[src/rtl/tst_pkg.sv]
// ----------------------------------------------------------------------------
// TFTP session tracker package
// Shared constants, codes and record types for the session tracker.
// ----------------------------------------------------------------------------
package tst_pkg;

	localparam int SESSION_SLOTS = 16;
	localparam int SLOT_W = (SESSION_SLOTS > 1) ? $clog2(SESSION_SLOTS) : 1;

	localparam logic [15:0] BLOCK_SIZE_RESET = 16'd512;
	localparam logic [15:0] MIN_PACKET_LEN = 16'd2;
	localparam logic [15:0] DATA_HDR_LEN = 16'd4;

	localparam logic [15:0] OP_RRQ = 16'd1;
	localparam logic [15:0] OP_WRQ = 16'd2;
	localparam logic [15:0] OP_DATA = 16'd3;
	localparam logic [15:0] OP_ACK = 16'd4;
	localparam logic [15:0] OP_ERROR = 16'd5;

	typedef enum logic [2:0] {
		ST_IDLE = 3'd0,
		ST_READING = 3'd1,
		ST_WRITING = 3'd2,
		ST_DONE = 3'd3,
		ST_ERROR = 3'd4
	} sess_state_t;

	typedef enum logic [1:0] {
		OUT_HANDLED = 2'd0,
		OUT_SHORT = 2'd1,
		OUT_FULL = 2'd2
	} outcome_t;

	typedef enum logic [1:0] {
		OPEN_NONE = 2'd0,
		OPEN_READ = 2'd1,
		OPEN_WRITE = 2'd2
	} open_act_t;

	typedef enum logic [1:0] {
		CS_IDLE,
		CS_LOOKUP,
		CS_SELECT,
		CS_UPDATE
	} ctl_state_t;

	typedef struct packed {
		sess_state_t state;
		logic [15:0] block;
		logic file_open;
	} sess_rec_t;

	// Command broadcast from the controller to every cell.
	typedef struct packed {
		logic lookup;
		logic write;
		logic create;
		sess_rec_t rec;
	} cell_cmd_t;

	// Status returned from one cell to the controller.
	typedef struct packed {
		logic used;
		logic hit;
		logic head;
		sess_rec_t rec;
	} cell_stat_t;

endpackage

[src/rtl/tftp_session_tracker.sv]
// ----------------------------------------------------------------------------
// TFTP session tracker
// Tracks up to SESSION_SLOTS peer sessions and reports file actions per packet.
// ----------------------------------------------------------------------------
// A packet's result is offered once the lookup, select and update steps have run
// in turn over the row of session cells; the update waits while an earlier
// result still sits untaken, and a new packet is taken only after the update retires.
// A new packet is taken while the previous result still waits to be taken.
// Reset clears the session table occupancy and sets block_size to 512.
module tftp_session_tracker (
	input logic clk,
	input logic arst_n,
	input logic cfg_we,
	input logic [15:0] cfg_wdata,
	input logic in_valid,
	output logic in_ready,
	input logic [31:0] peer_address,
	input logic [15:0] udp_port,
	input logic [15:0] opcode,
	input logic [15:0] block_number,
	input logic [15:0] payload_length,
	output logic out_valid,
	input logic out_ready,
	output logic [1:0] outcome,
	output logic [3:0] session_index,
	output logic session_created,
	output logic [2:0] session_state,
	output logic [15:0] current_block,
	output logic [1:0] open_action,
	output logic write_block,
	output logic [15:0] write_length,
	output logic close_file
);
	import tst_pkg::*;

	// Configuration register.
	logic [15:0] block_size_q;

	// Controller state.
	ctl_state_t cs_q, cs_d;

	// The packet being worked on, captured at its transaction.
	logic [31:0] pkt_address_q;
	logic [15:0] pkt_port_q;
	logic [15:0] pkt_opcode_q;
	logic [15:0] pkt_block_q;
	logic [15:0] pkt_length_q;

	// Lookup summary from the select step.
	sess_rec_t sel_rec_q;
	logic [SLOT_W-1:0] sel_index_q;
	logic sel_hit_q;
	logic sel_full_q;

	// Cell row.
	cell_cmd_t cmd;
	cell_stat_t stat [SESSION_SLOTS];
	logic [SESSION_SLOTS-1:0] used_vec;
	logic [SESSION_SLOTS-1:0] hit_vec;
	logic [SESSION_SLOTS:0] used_chain;

	// Select step results.
	sess_rec_t any_rec;
	logic [SLOT_W-1:0] hit_index;
	logic [SLOT_W-1:0] head_index;

	// Update step results.
	sess_rec_t upd_rec;
	open_act_t upd_open;
	logic upd_write;
	logic [15:0] upd_wlen;
	logic upd_close;
	logic pkt_short;
	logic create;
	logic finish;

	// Output register.
	logic out_valid_q;
	outcome_t outcome_q;
	logic [3:0] session_index_q;
	logic session_created_q;
	sess_state_t session_state_q;
	logic [15:0] current_block_q;
	open_act_t open_action_q;
	logic write_block_q;
	logic [15:0] write_length_q;
	logic close_file_q;

	always_ff @(posedge clk or negedge arst_n) begin
		if (!arst_n) begin
			block_size_q <= BLOCK_SIZE_RESET;
		end else if (cfg_we) begin
			block_size_q <= cfg_wdata;
		end
	end

	// Each cell learns whether every slot below it is taken from its
	// neighbor, so the first free cell is the one allocation writes into.
	assign used_chain[0] = 1'b1;

	for (genvar i = 0; i < SESSION_SLOTS; i++) begin : g_cell
		tst_cell u_cell (
			.clk (clk),
			.arst_n (arst_n),
			.pkt_address (pkt_address_q),
			.pkt_port (pkt_port_q),
			.prev_used (used_chain[i]),
			.cmd (cmd),
			.stat (stat[i])
		);
		assign used_chain[i+1] = stat[i].used;
		assign used_vec[i] = stat[i].used;
		assign hit_vec[i] = stat[i].hit;
	end

	// A peer is appended only on a miss, so at most one cell hits and the
	// records and indexes can simply be ORed together.
	always_comb begin
		any_rec = '0;
		hit_index = '0;
		head_index = '0;
		for (int i = 0; i < SESSION_SLOTS; i++) begin
			any_rec = any_rec | stat[i].rec;
			if (stat[i].hit) begin
				hit_index = hit_index | SLOT_W'(i);
			end
			if (stat[i].head) begin
				head_index = head_index | SLOT_W'(i);
			end
		end
	end

	tst_update u_update (
		.opcode (pkt_opcode_q),
		.block_number (pkt_block_q),
		.payload_length (pkt_length_q),
		.block_size (block_size_q),
		.rec_in (sel_rec_q),
		.rec_out (upd_rec),
		.open_action (upd_open),
		.write_block (upd_write),
		.write_length (upd_wlen),
		.close_file (upd_close)
	);

	assign pkt_short = pkt_length_q < MIN_PACKET_LEN;
	assign create = !pkt_short && !sel_hit_q && !sel_full_q;
	// The update retires only when the output register is free or emptying.
	assign finish = (cs_q == CS_UPDATE) && (!out_valid_q || out_ready);

	// Next-state logic.
	always_comb begin
		cs_d = cs_q;
		unique case (cs_q)
			CS_IDLE: begin
				if (in_valid) begin
					cs_d = CS_LOOKUP;
				end
			end
			CS_LOOKUP: cs_d = CS_SELECT;
			CS_SELECT: cs_d = CS_UPDATE;
			CS_UPDATE: begin
				if (finish) begin
					cs_d = CS_IDLE;
				end
			end
			default: cs_d = CS_IDLE;
		endcase
	end

	// Controller outputs.
	always_comb begin
		in_ready = 1'b0;
		cmd.lookup = 1'b0;
		cmd.write = 1'b0;
		cmd.create = create;
		cmd.rec = upd_rec;
		unique case (cs_q)
			CS_IDLE: in_ready = 1'b1;
			CS_LOOKUP: cmd.lookup = 1'b1;
			CS_SELECT: begin
			end
			CS_UPDATE: cmd.write = finish && !pkt_short && (sel_hit_q || create);
			default: begin
			end
		endcase
	end

	always_ff @(posedge clk or negedge arst_n) begin
		if (!arst_n) begin
			cs_q <= CS_IDLE;
			out_valid_q <= 1'b0;
		end else begin
			cs_q <= cs_d;
			if (finish) begin
				out_valid_q <= 1'b1;
			end else if (out_ready) begin
				out_valid_q <= 1'b0;
			end
		end
	end

	always_ff @(posedge clk) begin
		if (in_valid && in_ready) begin
			pkt_address_q <= peer_address;
			pkt_port_q <= udp_port;
			pkt_opcode_q <= opcode;
			pkt_block_q <= block_number;
			pkt_length_q <= payload_length;
		end
		if (cs_q == CS_SELECT) begin
			sel_rec_q <= any_rec;
			sel_hit_q <= |hit_vec;
			sel_full_q <= used_vec[SESSION_SLOTS-1];
			sel_index_q <= (|hit_vec) ? hit_index : head_index;
		end
		if (finish) begin
			// Dropped packets report their outcome with every other field zero.
			if (pkt_short || !(sel_hit_q || create)) begin
				outcome_q <= pkt_short ? OUT_SHORT : OUT_FULL;
				session_index_q <= '0;
				session_created_q <= 1'b0;
				session_state_q <= ST_IDLE;
				current_block_q <= '0;
				open_action_q <= OPEN_NONE;
				write_block_q <= 1'b0;
				write_length_q <= '0;
				close_file_q <= 1'b0;
			end else begin
				outcome_q <= OUT_HANDLED;
				session_index_q <= 4'(sel_index_q);
				session_created_q <= create;
				session_state_q <= upd_rec.state;
				current_block_q <= upd_rec.block;
				open_action_q <= upd_open;
				write_block_q <= upd_write;
				write_length_q <= upd_wlen;
				close_file_q <= upd_close;
			end
		end
	end

	assign out_valid = out_valid_q;
	assign outcome = outcome_q;
	assign session_index = session_index_q;
	assign session_created = session_created_q;
	assign session_state = session_state_q;
	assign current_block = current_block_q;
	assign open_action = open_action_q;
	assign write_block = write_block_q;
	assign write_length = write_length_q;
	assign close_file = close_file_q;

	// No peer may ever sit in two slots.
	a_single_hit: assert property (@(posedge clk) disable iff (!arst_n)
		$onehot0(hit_vec))
		else $error("more than one session cell matched the packet");

	// Occupied slots always form a solid run starting at slot zero.
	a_used_run: assert property (@(posedge clk) disable iff (!arst_n)
		((used_vec >> 1) & ~used_vec) == '0)
		else $error("session occupancy has a gap");

	// A newly created slot is only reported for a handled packet.
	a_created_handled: assert property (@(posedge clk) disable iff (!arst_n)
		(out_valid && session_created) |-> (outcome == OUT_HANDLED))
		else $error("session created on a dropped packet");

	// A stored block only comes from a session that is writing or just ended.
	a_write_state: assert property (@(posedge clk) disable iff (!arst_n)
		(out_valid && write_block) |->
		(session_state == ST_WRITING || session_state == ST_DONE))
		else $error("data write reported outside a write transfer");

	// A held result, as seen on current_block, must not change while it waits to be taken.
	a_out_hold: assert property (@(posedge clk) disable iff (!arst_n)
		(out_valid && !out_ready) |=> (out_valid && $stable(current_block)))
		else $error("pending result changed before it was taken");

endmodule

[src/rtl/tst_cell.sv]
// ----------------------------------------------------------------------------
// Session cell
// Holds one session slot, compares it against the current packet and hands
// its occupancy to the next cell so the first free slot finds itself.
// ----------------------------------------------------------------------------
module tst_cell (
	input logic clk,
	input logic arst_n,
	input logic [31:0] pkt_address,
	input logic [15:0] pkt_port,
	input logic prev_used,
	input tst_pkg::cell_cmd_t cmd,
	output tst_pkg::cell_stat_t stat
);
	import tst_pkg::*;

	logic [31:0] address_q;
	logic [15:0] port_q;
	sess_rec_t rec_q;
	logic used_q;
	logic hit_q;
	logic head_q;
	logic sel;

	assign sel = hit_q || (cmd.create && head_q);

	always_ff @(posedge clk or negedge arst_n) begin
		if (!arst_n) begin
			used_q <= 1'b0;
			hit_q <= 1'b0;
			head_q <= 1'b0;
		end else begin
			if (cmd.lookup) begin
				hit_q <= used_q && (address_q == pkt_address) && (port_q == pkt_port);
				// The occupied cells form a solid run from cell zero.
				head_q <= prev_used && !used_q;
			end
			if (cmd.write && cmd.create && head_q) begin
				used_q <= 1'b1;
			end
		end
	end

	always_ff @(posedge clk) begin
		if (cmd.write && sel) begin
			rec_q <= cmd.rec;
		end
		if (cmd.write && cmd.create && head_q) begin
			address_q <= pkt_address;
			port_q <= pkt_port;
		end
	end

	always_comb begin
		stat.used = used_q;
		stat.hit = hit_q;
		stat.head = head_q;
		stat.rec = hit_q ? rec_q : '0;
	end

endmodule

[src/rtl/tst_update.sv]
// ----------------------------------------------------------------------------
// Session update
// Advances one session record for one packet and derives the file actions.
// ----------------------------------------------------------------------------
module tst_update (
	input logic [15:0] opcode,
	input logic [15:0] block_number,
	input logic [15:0] payload_length,
	input logic [15:0] block_size,
	input tst_pkg::sess_rec_t rec_in,
	output tst_pkg::sess_rec_t rec_out,
	output tst_pkg::open_act_t open_action,
	output logic write_block,
	output logic [15:0] write_length,
	output logic close_file
);
	import tst_pkg::*;

	logic [15:0] store_len;
	logic next_ok;

	assign store_len = payload_length - DATA_HDR_LEN;
	// The expected block does not wrap, so block 65535 accepts nothing more.
	assign next_ok = ({1'b0, block_number} == ({1'b0, rec_in.block} + 17'd1));

	always_comb begin
		rec_out = rec_in;
		open_action = OPEN_NONE;
		write_block = 1'b0;
		write_length = '0;
		close_file = 1'b0;
		unique case (opcode) inside
			OP_RRQ: begin
				rec_out.state = ST_READING;
				rec_out.block = 16'd1;
				rec_out.file_open = 1'b1;
				open_action = OPEN_READ;
			end
			OP_WRQ: begin
				rec_out.state = ST_WRITING;
				rec_out.block = '0;
				rec_out.file_open = 1'b1;
				open_action = OPEN_WRITE;
			end
			OP_DATA: begin
				if (rec_in.state == ST_WRITING && payload_length >= DATA_HDR_LEN && next_ok) begin
					write_block = rec_in.file_open;
					write_length = rec_in.file_open ? store_len : '0;
					rec_out.block = block_number;
					if (store_len < block_size) begin
						rec_out.state = ST_DONE;
						close_file = rec_in.file_open;
						rec_out.file_open = 1'b0;
					end
				end
			end
			OP_ACK: begin
				if (rec_in.state == ST_READING && block_number == rec_in.block) begin
					rec_out.block = rec_in.block + 16'd1;
				end
			end
			OP_ERROR: begin
				rec_out.state = ST_ERROR;
				close_file = rec_in.file_open;
				rec_out.file_open = 1'b0;
			end
			default: begin
			end
		endcase
	end

endmodule

[config.mk]
export PLATFORM = sky130hd
export DESIGN_NAME = tftp_session_tracker
export DESIGN_NICKNAME = d
export VERILOG_FILES = /design/src/rtl/tst_pkg.sv /design/src/rtl/tftp_session_tracker.sv /design/src/rtl/tst_cell.sv /design/src/rtl/tst_update.sv
export SDC_FILE = /design/constraint.sdc
export NUM_CORES = 2
export LEC_CHECK = 0
export BUFFER_PORTS_ARGS = -buffer_cell sky130_fd_sc_hd__buf_2
export CAP_MARGIN = 20
export CORE_MARGIN = 3
export CORE_UTILIZATION = 65
export CTS_CLUSTER_DIAMETER = 100
export DETAILED_ROUTE_END_ITERATION = 6
export MAX_ROUTING_LAYER = met4
export PLACE_DENSITY = 0.88
export SETUP_SLACK_MARGIN = 0.05
export SYNTH_ARGS = -nofsm -noshare
export SYNTH_HDL_FRONTEND = slang
export SYNTH_SLANG_ARGS = --single-unit
[constraint.sdc]
create_clock -name clk -period 9.9 [get_ports clk]
set_clock_uncertainty 0.05 [all_clocks]
set_input_delay 1.98 -clock clk [delete_from_list [all_inputs] [get_ports clk]]
set_output_delay 1.98 -clock clk [all_outputs]
set_load 0.005 [all_outputs]
==> run metrics <==
Yosys warning total=0; port bufs=164; Post-Synthesis Cells=3358; grt ovf=0; reg2reg start=pkt_length_q[2]; Synth area leaders=edfxtp_1 70%, xor2_1 6.1%, xnor2_1 5.7%; hold bufs inserted after CTS=0; Reg2Reg Depth=10; setup slack, reg-to-reg=5.70 ns; CP max-delay cell=and2_2; Setup TNS=0 ns; Post-Route M1 WL=50400 um; dpl ws=4.64 ns; io pins=165; register clock-pin slew on the reported worst setup and hold paths=0.06 ns; initial DRC count=5086; CP top delay family=simple AND/OR/NAND/NOR gates; DRT Wirelength=144000 um; cell depth of the worst hold path=2; final net count=3731; Multi-input gate area=roughly 14000 sq um; Max Clock Freq=219 MHz; fraction of layout cells with a size suffix above 1=14.3%; crit path buf inv count=2; P_leak=0.0205 uW; vias after detailed routing=32500; CP max FO=50; Compound-Gate Fraction of Synth Area=6.05%; TritonCTS clock tree=done; CTS HTree Levels=4; die height=approximately 300 um; largest family of logic cells by synthesized area=XOR/XNOR gates; Rows=about 110; Clock Tree Buf Depth=3; met3 routed WL=a little under 20000 um; Final Critical Period=4.58 ns; Final ANT Viol Nets=0; final hold vios=0; worst stage delay on the critical path=0.91 ns; Synth cell types=88; vias per inst=~6.8; CTS Sinks=around 1300; Inserted Clock Buffers=132; Synth Net Count=3496; fin crit share=46.2%; Max Slew Vio Count=0; Post-synth EDFFs=1256; Comb power frac=15.0%; post-CTS setup buffers=0; initial core utilization=65.6%; Int Pwr=10100 uW; Clk pwr share=35.6%; async set or reset register ratio after synthesis=5.06%; Crit Path Class=input pin to flip-flop; Final HPWL DP=between 70000 and 80000 um; Hold Crit Class=flip-flop to flip-flop; RSZ-0062 raised after global routing=false; DIE WIDTH=between 200 and 300 um; antenna violations before repair=3; Seq cells post-synth=1323; Worst Tran Pin Value=1.19 ns; status=complete, no violations; VDD IR max=209 uV; gr usage total=about 34%; GPL Wtd Cong=0.918; switch share=27.8%; Reg area=39400 sq um; Main synth FF type=edfxtp_1; simple-gate share of the synthesized area=~6.4%; syn_area_per_cell=16.1 sq um; top cell type by total area after synthesis=edfxtp_1; CP Launch Type=input pin; XOR/XNOR Fraction of Synth Area=between 10% and 20%; Worst setup EP type=flip-flop; NetSw=3900 uW; post-synthesis mux area share=less than 1%; synthesized area=54000 sq um; number of global-route vias before repair=32200; P per Cell Area=231 nW/um^2; DRT Pass-1 Iters=6; P&R area growth vs syn=12.7%; Worst-Skew Late Latency=0.75 ns; Core Footprint=a little over 80000 sq um; largest net degree at the start of global routing=65; top layer in use=met4; Max Cap Violations=0; sequential share of power=49.4%; first-pass GRT wire length=just over 200000 um; met2 wire len=67800 um; r2r endpoint=g_cell[8].u_cell.rec_q[11]; Worst EP arrival=between 4 and 5 ns; Hold EP=block_size_q[9]; CP required=10.20 ns; # DRC=0; CTS resizes=0; post-synthesis adder-cell area fraction=0.487%; routed len/inst=30.2 um; register area share after synthesis=73.0%; number of fill cells=4314; Hold Path Origin=block_size_q[9]; # setup viols final=0; total die area=86500 sq um; clock root cell=clkbuf_16; top-area cell type share of the netlist area=a little over two thirds; final worst slack=5.32 ns; relative slew slack=between 20% and 30%; worst path cell trace=buf_2 > nand2b_1 > nand2_1 > nor4_2 > buf_4 > and2_2 > a21o_1
[layout by cell type, fill, tap and decap left out, types with 98 or more instances in the layout]
cell type / Yosys / routed
edfxtp_1: 1256 / 1256
xor2_1: 376 / 376
xnor2_1: 353 / 353
buf_2: 4 / 163
nand4_1: 145 / 145
clkbuf_16: 0 / 132
nor4_1: 129 / 128
inv_1: 111 / 110
a221oi_1: 98 / 98
[metrics by stage]
stage	std cells	util (%)	hold WS, ns	instance area (sq um)	power (uW)
after floorplan	3358	-	0.402	54000	8200
after global placement	4513	68.3	0.420	56100	8950
after CTS	4756	73.6	0.462	60500	14000
final	4773	74.0	0.462	60900	14000
after detailed placement	4515	68.3	0.425	56200	9030
after global routing	4773	74.0	0.481	60900	14400
[tightest hold or removal path, stage by stage (launching register included)]
cell and delay, ns:
dfstp_2 0.35, inv_1 0.06, o21ai_0 0.09
[layer usage]
layer  GRT usage (%)  vias up
li1                -    13300
met1            44.2    15900
met2            52.1     2758
met3            7.06      556
met4            15.4        0
met5               -        -
[worst max-delay path by stage]
stage	startpoint	endpoint	slack, ns	cells after the start
after floorplan	out_ready	g_cell[0].u_cell.rec_q[0]	4.82	6
after global placement	out_ready	g_cell[3].u_cell.rec_q[8]	4.69	7
after detailed placement	out_ready	g_cell[1].u_cell.rec_q[8]	4.64	7
after CTS	out_ready	g_cell[12].u_cell.rec_q[16]	5.29	7
after global routing	out_ready	g_cell[8].u_cell.rec_q[14]	5.21	7
final	out_ready	g_cell[8].u_cell.rec_q[11]	5.32	7
[cells by family (layout without fill, tap and decap cells)]
group | after synthesis | after routing
fa+ha+maj | 21 | 21
buf+inv | 276 | 618
mux | 9 | 9
other cells | 0 | 3
xor+xnor | 730 | 730
simple gates | 580 | 580
compound gates | 419 | 419
flops | 1323 | 1323
[power by group through the flow]
| stage | sequential (uW) | combinational, uW | clock, uW |
|---|---|---|---|
| after global placement | 7030 | 1920 | 0 |
| after floorplan | 7020 | 1180 | 0 |
| final | 6940 | 2100 | 5000 |
| after detailed placement | 7040 | 1990 | 0 |
| after global routing | 6960 | 2210 | 5250 |
| after CTS | 6930 | 2030 | 5020 |
[synth_stat cells, types with 17 or more instances]
library cell  number
inv_1            111
xor2_1           376
buf_1             21
or2_2             17
o21ai_0           46
nand2_1           72
a221oi_1          98
nor2_1            36
a21o_1            28
a22o_1            88
a21oi_1           31
nor3_1            31
o22ai_1           33
nand3_1           27
nand3b_1          18
nand4_1          145
xnor2_1          353
nor4_1           129
and2_1            29
ha_1              21
dfrtp_1           66
edfxtp_1        1256
clkbuf_1         130
[sequential cells by signal, indices dropped and copies added (netlist names), 4 cells and up]
register,flops
g_cell.u_cell.head_q,16
sel_index_q,4
block_size_q,16
current_block,16
g_cell.u_cell.hit_q,16
g_cell.u_cell.port_q,256
pkt_opcode_q,16
pkt_length_q,16
g_cell.u_cell.address_q,512
pkt_address_q,32
session_index,4
g_cell.u_cell.used_q,16
write_length,16
pkt_port_q,16
g_cell.u_cell.rec_q,320
pkt_block_q,16
sel_rec_q,20
[layout make-up]
| class | count | share of cell area (%) |
|---|---|---|
| diodes | 3 | 0.0123 |
| clock buffers | 180 | 5.86 |
| clock inverters | 61 | 1.28 |
| inverters | 111 | 0.685 |
| multi-input cells | 1759 | 22.2 |
| flip-flops and latches | 1323 | 64.7 |
| well taps | 1070 | 2.20 |
| repair buffers | 266 | 3.01 |
Power figures use the tool's default switching activity.
